## src/pidaw_pkg.sv

```systemverilog
// ----------------------------------------------------------------------------
// pidaw_pkg
// Shared types, constants and fixed-point helpers of the PID controller.
// ----------------------------------------------------------------------------
package pidaw_pkg;

    localparam int DATA_W    = 32;
    localparam int FRAC_BITS = 16;
    localparam int OPND_W    = DATA_W + 1;
    localparam int PROD_W    = 2 * OPND_W;
    localparam int ACC_W     = DATA_W + 2;
    localparam int WIDE_W    = DATA_W + 3;
    localparam int LIM_W     = DATA_W - 1;
    localparam int IDX_W     = 3;
    localparam int HALF_SHIFT = DATA_W + 1;

    localparam logic OP_STEP  = 1'b0;
    localparam logic OP_CLEAR = 1'b1;

    localparam logic [IDX_W-1:0] REG_P_GAIN   = 3'd0;
    localparam logic [IDX_W-1:0] REG_I_GAIN   = 3'd1;
    localparam logic [IDX_W-1:0] REG_D_GAIN   = 3'd2;
    localparam logic [IDX_W-1:0] REG_LIMIT    = 3'd3;
    localparam logic [IDX_W-1:0] REG_PERIOD   = 3'd4;
    localparam logic [IDX_W-1:0] REG_INV_PER  = 3'd5;

    localparam logic signed [DATA_W-1:0] RST_P_GAIN  = 32'sd154010;
    localparam logic signed [DATA_W-1:0] RST_I_GAIN  = 32'sd3277;
    localparam logic signed [DATA_W-1:0] RST_D_GAIN  = 32'sd5243;
    localparam logic [LIM_W-1:0]         RST_LIMIT   = 31'd52428800;
    localparam logic [DATA_W-1:0]        RST_PERIOD  = 32'd17179869;
    localparam logic [LIM_W-1:0]         RST_INV_PER = 31'd16384000;

    localparam logic signed [DATA_W-1:0] Q_MAX = {1'b0, {(DATA_W-1){1'b1}}};
    localparam logic signed [DATA_W-1:0] Q_MIN = {1'b1, {(DATA_W-1){1'b0}}};

    typedef enum logic [3:0] {
        ST_IDLE,
        ST_MUL_INT,
        ST_MUL_P,
        ST_MUL_I,
        ST_MUL_D1,
        ST_TSAT,
        ST_MUL_D2,
        ST_SUM,
        ST_CLR
    } state_t;

    typedef enum logic [2:0] {
        MUL_SEL_INT,
        MUL_SEL_P,
        MUL_SEL_I,
        MUL_SEL_D1,
        MUL_SEL_D2
    } mul_sel_t;

    typedef struct packed {
        logic     s_ready;
        logic     mul_en;
        mul_sel_t mul_sel;
        logic     upd_integral;
        logic     ld_acc_p;
        logic     add_acc_i;
        logic     ld_t;
        logic     ld_out;
        logic     zero_out;
    } ctrl_t;

    // Q16.16 product scaled back with floor rounding, then saturated to 32 bits.
    function automatic logic signed [DATA_W-1:0] q_sat(input logic signed [PROD_W-1:0] prod);
        logic hi_same;
        hi_same = (prod[PROD_W-1:FRAC_BITS+DATA_W-1]
                   == {(PROD_W-FRAC_BITS-DATA_W+1){prod[PROD_W-1]}});
        if (hi_same) begin
            q_sat = prod[FRAC_BITS+DATA_W-1:FRAC_BITS];
        end else if (prod[PROD_W-1]) begin
            q_sat = Q_MIN;
        end else begin
            q_sat = Q_MAX;
        end
    endfunction

    // Symmetric clamp to plus or minus the limit.
    function automatic logic signed [DATA_W-1:0] clamp_lim(input logic signed [WIDE_W-1:0] v,
                                                           input logic [LIM_W-1:0] lim);
        logic signed [WIDE_W-1:0] lim_p;
        logic signed [WIDE_W-1:0] lim_n;
        lim_p = $signed({{(WIDE_W-LIM_W){1'b0}}, lim});
        lim_n = -lim_p;
        if (v > lim_p) begin
            clamp_lim = lim_p[DATA_W-1:0];
        end else if (v < lim_n) begin
            clamp_lim = lim_n[DATA_W-1:0];
        end else begin
            clamp_lim = v[DATA_W-1:0];
        end
    endfunction

endpackage

```

## src/pidaw_mul.sv

```systemverilog
// ----------------------------------------------------------------------------
// pidaw_mul
// Shared signed multiplier with a registered product.
// ----------------------------------------------------------------------------
module pidaw_mul (
    input  logic                                   aclk,
    input  logic                                   en,
    input  logic signed [pidaw_pkg::OPND_W-1:0]    op_a,
    input  logic signed [pidaw_pkg::OPND_W-1:0]    op_b,
    output logic signed [pidaw_pkg::PROD_W-1:0]    prod_reg
);

    logic signed [pidaw_pkg::PROD_W-1:0] prod_next;

    assign prod_next = op_a * op_b;

    always_ff @(posedge aclk) begin
        if (en) begin
            prod_reg <= prod_next;
        end
    end

endmodule

```

## src/pidaw_ctrl.sv

```systemverilog
// ----------------------------------------------------------------------------
// pidaw_ctrl
// Sequencer that steps one sample through the shared multiplier.
// ----------------------------------------------------------------------------
module pidaw_ctrl (
    input  logic              aclk,
    input  logic              aresetn,
    input  logic              s_valid,
    input  logic              s_opcode,
    input  logic              out_free,
    output pidaw_pkg::ctrl_t  ctrl
);

    pidaw_pkg::state_t state_reg;
    pidaw_pkg::state_t state_next;

    always_ff @(posedge aclk) begin
        if (!aresetn) begin
            state_reg <= pidaw_pkg::ST_IDLE;
        end else begin
            state_reg <= state_next;
        end
    end

    always_comb begin
        state_next   = state_reg;
        ctrl         = '0;
        ctrl.mul_sel = pidaw_pkg::MUL_SEL_INT;
        unique case (state_reg)
            pidaw_pkg::ST_IDLE: begin
                ctrl.s_ready = 1'b1;
                if (s_valid) begin
                    if (s_opcode == pidaw_pkg::OP_CLEAR) begin
                        state_next = pidaw_pkg::ST_CLR;
                    end else begin
                        state_next = pidaw_pkg::ST_MUL_INT;
                    end
                end
            end
            pidaw_pkg::ST_MUL_INT: begin
                ctrl.mul_en  = 1'b1;
                ctrl.mul_sel = pidaw_pkg::MUL_SEL_INT;
                state_next   = pidaw_pkg::ST_MUL_P;
            end
            pidaw_pkg::ST_MUL_P: begin
                ctrl.mul_en       = 1'b1;
                ctrl.mul_sel      = pidaw_pkg::MUL_SEL_P;
                ctrl.upd_integral = 1'b1;
                state_next        = pidaw_pkg::ST_MUL_I;
            end
            pidaw_pkg::ST_MUL_I: begin
                ctrl.mul_en   = 1'b1;
                ctrl.mul_sel  = pidaw_pkg::MUL_SEL_I;
                ctrl.ld_acc_p = 1'b1;
                state_next    = pidaw_pkg::ST_MUL_D1;
            end
            pidaw_pkg::ST_MUL_D1: begin
                ctrl.mul_en    = 1'b1;
                ctrl.mul_sel   = pidaw_pkg::MUL_SEL_D1;
                ctrl.add_acc_i = 1'b1;
                state_next     = pidaw_pkg::ST_TSAT;
            end
            pidaw_pkg::ST_TSAT: begin
                ctrl.ld_t  = 1'b1;
                state_next = pidaw_pkg::ST_MUL_D2;
            end
            pidaw_pkg::ST_MUL_D2: begin
                ctrl.mul_en  = 1'b1;
                ctrl.mul_sel = pidaw_pkg::MUL_SEL_D2;
                state_next   = pidaw_pkg::ST_SUM;
            end
            pidaw_pkg::ST_SUM: begin
                if (out_free) begin
                    ctrl.ld_out = 1'b1;
                    state_next  = pidaw_pkg::ST_IDLE;
                end
            end
            pidaw_pkg::ST_CLR: begin
                if (out_free) begin
                    ctrl.ld_out   = 1'b1;
                    ctrl.zero_out = 1'b1;
                    state_next    = pidaw_pkg::ST_IDLE;
                end
            end
            default: begin
                state_next = pidaw_pkg::ST_IDLE;
            end
        endcase
    end

    // The sequencer takes no new beat while one is in progress.
    a_busy_after_accept: assert property (@(posedge aclk) disable iff (!aresetn)
        (s_valid && ctrl.s_ready) |=> !ctrl.s_ready)
        else $error("sequencer ready right after accepting a beat");

    // A result is only written when the output register can take it.
    a_load_when_free: assert property (@(posedge aclk) disable iff (!aresetn)
        ctrl.ld_out |-> out_free)
        else $error("result loaded over a pending output");

endmodule

```

## src/pid_controller_antiwindup_unit.sv

```systemverilog
// ----------------------------------------------------------------------------
// pid_controller_antiwindup_unit
// PID controller with trapezoidal integral and anti-windup clamp, Q16.16.
// ----------------------------------------------------------------------------
// A compute beat steps through MUL_INT, MUL_P, MUL_I, MUL_D1, TSAT, MUL_D2 and
// SUM before its result is loaded, a clear beat through CLR. No new beat is
// taken before that, since the shared 33x33 multiplier runs five products
// per sample. A result that is not taken holds the sequencer in its last step.
// Synchronous active-low reset clears the integral, the previous error and the
// handshake state, and loads the gain, limit and period registers with defaults.
module pid_controller_antiwindup_unit (
    input  logic                                   aclk,
    input  logic                                   aresetn,
    input  logic                                   cfg_wr_en,
    input  logic [pidaw_pkg::IDX_W-1:0]            cfg_index,
    input  logic [pidaw_pkg::DATA_W-1:0]           cfg_wdata,
    input  logic                                   s_valid,
    output logic                                   s_ready,
    input  logic                                   s_opcode,
    input  logic signed [pidaw_pkg::DATA_W-1:0]    s_error_in,
    output logic                                   m_valid,
    input  logic                                   m_ready,
    output logic signed [pidaw_pkg::DATA_W-1:0]    m_control_out
);

    localparam int DW = pidaw_pkg::DATA_W;
    localparam int OW = pidaw_pkg::OPND_W;
    localparam int PW = pidaw_pkg::PROD_W;
    localparam int AW = pidaw_pkg::ACC_W;
    localparam int WW = pidaw_pkg::WIDE_W;
    localparam int LW = pidaw_pkg::LIM_W;
    localparam int HS = pidaw_pkg::HALF_SHIFT;

    logic signed [DW-1:0] p_gain_reg;
    logic signed [DW-1:0] i_gain_reg;
    logic signed [DW-1:0] d_gain_reg;
    logic [LW-1:0]        limit_reg;
    logic [DW-1:0]        period_reg;
    logic [LW-1:0]        inv_period_reg;

    logic signed [DW-1:0] e_reg;
    logic signed [OW-1:0] sum_reg;
    logic signed [OW-1:0] diff_reg;
    logic signed [DW-1:0] integral_reg;
    logic signed [DW-1:0] integral_next;
    logic signed [DW-1:0] last_error_reg;
    logic signed [AW-1:0] acc_reg;
    logic signed [AW-1:0] acc_next;
    logic signed [DW-1:0] t_reg;
    logic signed [DW-1:0] out_reg;
    logic signed [DW-1:0] out_next;
    logic                 m_valid_reg;

    logic                 out_free;
    logic                 step_beat;
    logic                 clear_beat;
    logic signed [OW-1:0] op_a;
    logic signed [OW-1:0] op_b;
    logic signed [PW-1:0] prod_reg;
    logic signed [DW-1:0] prod_q;
    logic signed [OW-1:0] inc;
    logic                 inc_round;
    logic signed [WW-1:0] out_sum;

    pidaw_pkg::ctrl_t ctrl;

    assign out_free   = !m_valid_reg || m_ready;
    assign s_ready    = ctrl.s_ready;
    assign step_beat  = s_valid && s_ready && (s_opcode == pidaw_pkg::OP_STEP);
    assign clear_beat = s_valid && s_ready && (s_opcode == pidaw_pkg::OP_CLEAR);
    assign m_valid       = m_valid_reg;
    assign m_control_out = out_reg;

    pidaw_ctrl u_ctrl (
        .aclk     (aclk),
        .aresetn  (aresetn),
        .s_valid  (s_valid),
        .s_opcode (s_opcode),
        .out_free (out_free),
        .ctrl     (ctrl)
    );

    always_comb begin
        unique case (ctrl.mul_sel)
            pidaw_pkg::MUL_SEL_INT: begin
                op_a = sum_reg;
                op_b = $signed({1'b0, period_reg});
            end
            pidaw_pkg::MUL_SEL_P: begin
                op_a = {p_gain_reg[DW-1], p_gain_reg};
                op_b = {e_reg[DW-1], e_reg};
            end
            pidaw_pkg::MUL_SEL_I: begin
                op_a = {i_gain_reg[DW-1], i_gain_reg};
                op_b = {integral_reg[DW-1], integral_reg};
            end
            pidaw_pkg::MUL_SEL_D1: begin
                op_a = {d_gain_reg[DW-1], d_gain_reg};
                op_b = diff_reg;
            end
            pidaw_pkg::MUL_SEL_D2: begin
                op_a = {t_reg[DW-1], t_reg};
                op_b = $signed({{(OW-LW){1'b0}}, inv_period_reg});
            end
            default: begin
                op_a = '0;
                op_b = '0;
            end
        endcase
    end

    pidaw_mul u_mul (
        .aclk     (aclk),
        .en       (ctrl.mul_en),
        .op_a     (op_a),
        .op_b     (op_b),
        .prod_reg (prod_reg)
    );

    assign prod_q = pidaw_pkg::q_sat(prod_reg);

    // Half-period increment, rounded toward zero.
    assign inc_round = prod_reg[PW-1] && (|prod_reg[HS-1:0]);
    assign inc       = $signed(prod_reg[PW-1:HS]) + $signed({{(OW-1){1'b0}}, inc_round});

    assign integral_next = pidaw_pkg::clamp_lim(
        $signed({{(WW-DW){integral_reg[DW-1]}}, integral_reg})
        + $signed({{(WW-OW){inc[OW-1]}}, inc}), limit_reg);

    always_comb begin
        acc_next = acc_reg;
        if (ctrl.ld_acc_p) begin
            acc_next = $signed({{(AW-DW){prod_q[DW-1]}}, prod_q});
        end else if (ctrl.add_acc_i) begin
            acc_next = acc_reg + $signed({{(AW-DW){prod_q[DW-1]}}, prod_q});
        end
    end

    assign out_sum  = $signed({acc_reg[AW-1], acc_reg})
                    + $signed({{(WW-DW){prod_q[DW-1]}}, prod_q});
    assign out_next = ctrl.zero_out ? '0 : pidaw_pkg::clamp_lim(out_sum, limit_reg);

    always_ff @(posedge aclk) begin
        if (!aresetn) begin
            p_gain_reg     <= pidaw_pkg::RST_P_GAIN;
            i_gain_reg     <= pidaw_pkg::RST_I_GAIN;
            d_gain_reg     <= pidaw_pkg::RST_D_GAIN;
            limit_reg      <= pidaw_pkg::RST_LIMIT;
            period_reg     <= pidaw_pkg::RST_PERIOD;
            inv_period_reg <= pidaw_pkg::RST_INV_PER;
        end else if (cfg_wr_en) begin
            unique case (cfg_index)
                pidaw_pkg::REG_P_GAIN:  p_gain_reg     <= cfg_wdata;
                pidaw_pkg::REG_I_GAIN:  i_gain_reg     <= cfg_wdata;
                pidaw_pkg::REG_D_GAIN:  d_gain_reg     <= cfg_wdata;
                pidaw_pkg::REG_LIMIT:   limit_reg      <= cfg_wdata[LW-1:0];
                pidaw_pkg::REG_PERIOD:  period_reg     <= cfg_wdata;
                pidaw_pkg::REG_INV_PER: inv_period_reg <= cfg_wdata[LW-1:0];
                default: begin
                end
            endcase
        end
    end

    always_ff @(posedge aclk) begin
        if (!aresetn) begin
            integral_reg   <= '0;
            last_error_reg <= '0;
            m_valid_reg    <= 1'b0;
        end else begin
            if (clear_beat) begin
                integral_reg   <= '0;
                last_error_reg <= '0;
            end else begin
                if (ctrl.upd_integral) begin
                    integral_reg <= integral_next;
                end
                if (ctrl.ld_out && !ctrl.zero_out) begin
                    last_error_reg <= e_reg;
                end
            end
            if (ctrl.ld_out) begin
                m_valid_reg <= 1'b1;
            end else if (m_ready) begin
                m_valid_reg <= 1'b0;
            end
        end
    end

    always_ff @(posedge aclk) begin
        if (step_beat) begin
            e_reg    <= s_error_in;
            sum_reg  <= $signed({s_error_in[DW-1], s_error_in})
                      + $signed({last_error_reg[DW-1], last_error_reg});
            diff_reg <= $signed({s_error_in[DW-1], s_error_in})
                      - $signed({last_error_reg[DW-1], last_error_reg});
        end
        acc_reg <= acc_next;
        if (ctrl.ld_t) begin
            t_reg <= prod_q;
        end
        if (ctrl.ld_out) begin
            out_reg <= out_next;
        end
    end

    // A clear beat leaves the integral and the previous error at zero.
    a_clear_state: assert property (@(posedge aclk) disable iff (!aresetn)
        clear_beat |=> (integral_reg == '0 && last_error_reg == '0))
        else $error("state not cleared after a clear beat");

    // A taken result is not shown again unless a new one was loaded.
    a_no_repeat: assert property (@(posedge aclk) disable iff (!aresetn)
        (m_valid && m_ready && !ctrl.ld_out) |=> !m_valid)
        else $error("result beat repeated");

    // Each result follows an accepted beat, so no load happens while ready.
    a_load_not_idle: assert property (@(posedge aclk) disable iff (!aresetn)
        ctrl.ld_out |-> !s_ready)
        else $error("result loaded while idle");

endmodule

```

## config.mk

```make
export PLATFORM = sky130hd
export DESIGN_NAME = pid_controller_antiwindup_unit
export DESIGN_NICKNAME = d
export VERILOG_FILES = /design/src/pidaw_pkg.sv /design/src/pidaw_mul.sv /design/src/pidaw_ctrl.sv /design/src/pid_controller_antiwindup_unit.sv
export SDC_FILE = /design/constraint.sdc
export NUM_CORES = 2
export LEC_CHECK = 0
export BUFFER_PORTS_ARGS = -buffer_cell sky130_fd_sc_hd__buf_2
export CAP_MARGIN = 20
export CELL_PAD_IN_SITES_DETAIL_PLACEMENT = 1
export CELL_PAD_IN_SITES_GLOBAL_PLACEMENT = 2
export CORE_UTILIZATION = 46
export DETAILED_ROUTE_END_ITERATION = 8
export PLACE_DENSITY_LB_ADDON = 0.15
export SETUP_SLACK_MARGIN = 0.1
export SLEW_MARGIN = 10
export SYNTH_ARGS = -nofsm -noshare
export SYNTH_HDL_FRONTEND = slang
export SYNTH_HIERARCHICAL = 1
export SYNTH_SLANG_ARGS = --single-unit
```

## constraint.sdc

```tcl
create_clock -name aclk -period 26.1 [get_ports aclk]
set_input_delay 5.22 -clock aclk [delete_from_list [all_inputs] [get_ports aclk]]
set_output_delay 5.22 -clock aclk [all_outputs]
set_load 0.005 [all_outputs]
```

==> results.txt <==
outcome = finished, final reports clean
Global Route Usage Sum = 31.7%
Seq/Total Area, Yosys = 18.2%
slowest stage delay, CP = 0.90 ns
first-pass GRT wire length = 375000 µm
Layout area overhead = 6.40%
# rows = 144
Synth Register Bits = 520
RSZ-0062 raised after global routing = no
number of synthesized flops with an enable pin = 261
Die Span Y = 396 µm
clock root buffer master = clkbuf_16
post-DR vias/cell = 5.66
Hold Path Cell Cnt = 2
TNS Setup = 0 ns
ys async rst share = 0%
most used cell, CP = fa_1
layout cells sized above 1 = 5.94%
reg-to-reg slack, setup = 13.66 ns
CTS Buf Count = 61
Layout Skew = 0.0841 ns
GR Overflow Total = 0
Synth area leaders = fa_1, edfxtp_1, ha_1
GR Layer Usage met2 = 52.5%
hold endpoint = p_gain_reg[19]$_SDFFE_PN0P_
Critical Path RT = 26.54 ns
GR Layer Usage met1 = 43.5%
dpl ws = 13.58 ns
setup ws final = 13.66 ns
CTS tree = done
Slew Viols, Final = 0
fin crit period = 12.44 ns
largest net degree at the start of global routing = 82
worst endpoint data arrival time = 12.88 ns
Yosys top cell area share = 32.2%
most used routing layer = met2
max reg flops = 66
DR vias = 55400
Max-slew headroom = 21.5%
DIE AREA = 157000 µm²
Hold Path Origin = p_gain_reg[19]$_SDFFE_PN0P_
Period Utilization, post-route = 47.7%
# IOs = 107
setup violators final = 0
Worst R2R Start = u_ctrl/state_reg[2]$_SDFFE_PN0P_
Port Buffers = 106
reg-to-reg critical path endpoint = u_mul/prod_reg[59]$_DFFE_PP_
CP Capture Type = flop
Synth area leader = fa_1
CTS H-tree lvls = 2
Setup crit start kind = flop
synth cell count leaders = inv_1, nand2_1, fa_1, and2_1, ha_1
Max Cap Viol = 0
GPL Wtd Cong = 0.927
post_cts resized = 0
Die Wd = 396 µm
cts-stage hold buffer count = 0
crit path kind = reg -> reg
Warnings, synthesis = 6
syn_nets = 9521
initial DRC count = 3677
Final ANT Viol Nets = 0
clock latency on the worst-skew pair = 0.71 ns
met3 usage = 3.15%
antenna violations before repair = 12
CTS clk-pin slew, worst paths = 0.06 ns
setup bufs post-CTS = 0
critical path's slowest cell = a221o_1
Wirelength per Cell = 25.0 µm
Worst Hold Class = reg -> reg
fillers = 17700
R2R depth = 30
most common cell in the netlist = inv_1
Pre-Repair DR Iteration Count = 5
syn avg cell area = 9.15 µm²
routed wire length = 245000 µm
CP max FO = 34
vias in the first global route = 59800
Clock Tree Buf Depth = 3
post-synthesis cell area = 71500 µm²
final net count = 9393
Worst-Margin Slew = 1.18 ns
Initial Util = 46.4%
Most used DFF post-synth = edfxtp_1
post-DP HPWL = 192000 µm
Finished Core Util = 49.3%
CTS sink cnt = 520
core area = 154000 µm²
Hold Vio Cnt, Final = 0
drt drc = 0
Synth Instances = 7816
max frequency = 80.4 MHz
Yosys cell types = 117
-- layer usage --
metal | wire (µm) | part of all wire [%] | vias up
li1 | - | - | 24600
met1 | 107000 | 44 | 29100
met2 | 117000 | 48 | 1339
met3 | 12500 | 5.1 | 339
met4 | 8710 | 3.6 | 10
met5 | 62 | 0.025 | -
-- placed cells by master (no fill, tap or decap), types with 123 or more instances in the layout --
cell      synthesis  routed
inv_1          1274    1273
nand2_1        1174    1172
fa_1           1149    1149
and2_1          576     574
ha_1            483     483
a21oi_1         401     401
edfxtp_1        261     261
dfxtp_1         259     259
nor2_1          231     227
o21ai_0         202     201
xnor2_1         164     164
mux2i_1         137     137
a21o_1          123     123
-- worst max-delay path by stage --
stage                                          start  cells past startpoint                            to
CTS                 u_ctrl/state_reg[2]$_SDFFE_PN0P_                     30  u_mul/prod_reg[59]$_DFFE_PP_
finish              u_ctrl/state_reg[2]$_SDFFE_PN0P_                     30  u_mul/prod_reg[59]$_DFFE_PP_
global placement    u_ctrl/state_reg[2]$_SDFFE_PN0P_                     30  u_mul/prod_reg[59]$_DFFE_PP_
detailed placement  u_ctrl/state_reg[2]$_SDFFE_PN0P_                     30  u_mul/prod_reg[59]$_DFFE_PP_
global route        u_ctrl/state_reg[2]$_SDFFE_PN0P_                     30  u_mul/prod_reg[59]$_DFFE_PP_
floorplan           u_ctrl/state_reg[0]$_SDFFE_PN0P_                     32  u_mul/prod_reg[65]$_DFFE_PP_
-- critical path, delay by kind of cell (launching register included) --
family / cells / cell delay (ns)
DFF: 1 / 0.71
adders and majority gates: 9 / 4.45
AOI/OAI and AO/OA: 5 / 2.58
buffers and inverters: 7 / 1.24
and+or+nand+nor: 9 / 3.11
-- stage by stage --
stage / area (µm²) / std cells / hold slack [ns]
global route: 76100 / 9784 / 0.471
detailed placement: 73900 / 9668 / 0.446
CTS: 76000 / 9783 / 0.455
global placement: 73900 / 9667 / 0.440
finish: 76100 / 9788 / 0.456
floorplan: 71500 / 7816 / 0.433
-- cells by family (layout without fill, tap and decap cells) --
kind of cell	count (synthesis)	in the layout	share of synthesized area (%)
adder cells (fa/ha/maj)	1632	1632	40.6
buffers and inverters	1692	1616	9.04
other	0	4	0
AND/OR/NAND/NOR	2442	2442	16.4
XOR/XNOR	232	232	2.86
flip-flops	520	520	18.2
AO/OA/AOI/OAI	1128	1128	10.4
multiplexers	170	170	2.47
-- cell type report --
cell class,count,area (µm²),area share [%]
antenna,4,10.0,0.0132
clock buffer,76,1710,2.24
clock inverter,39,400,0.526
inverter,1278,4800,6.31
multi-input combinational,5604,52100,68.5
sequential,520,13000,17.1
tap,2044,2560,3.36
timing repair buffer,223,1430,1.88
Power is not shown: default switching activity piles up to over one toggle a cycle in this logic, so the estimate is an artifact.
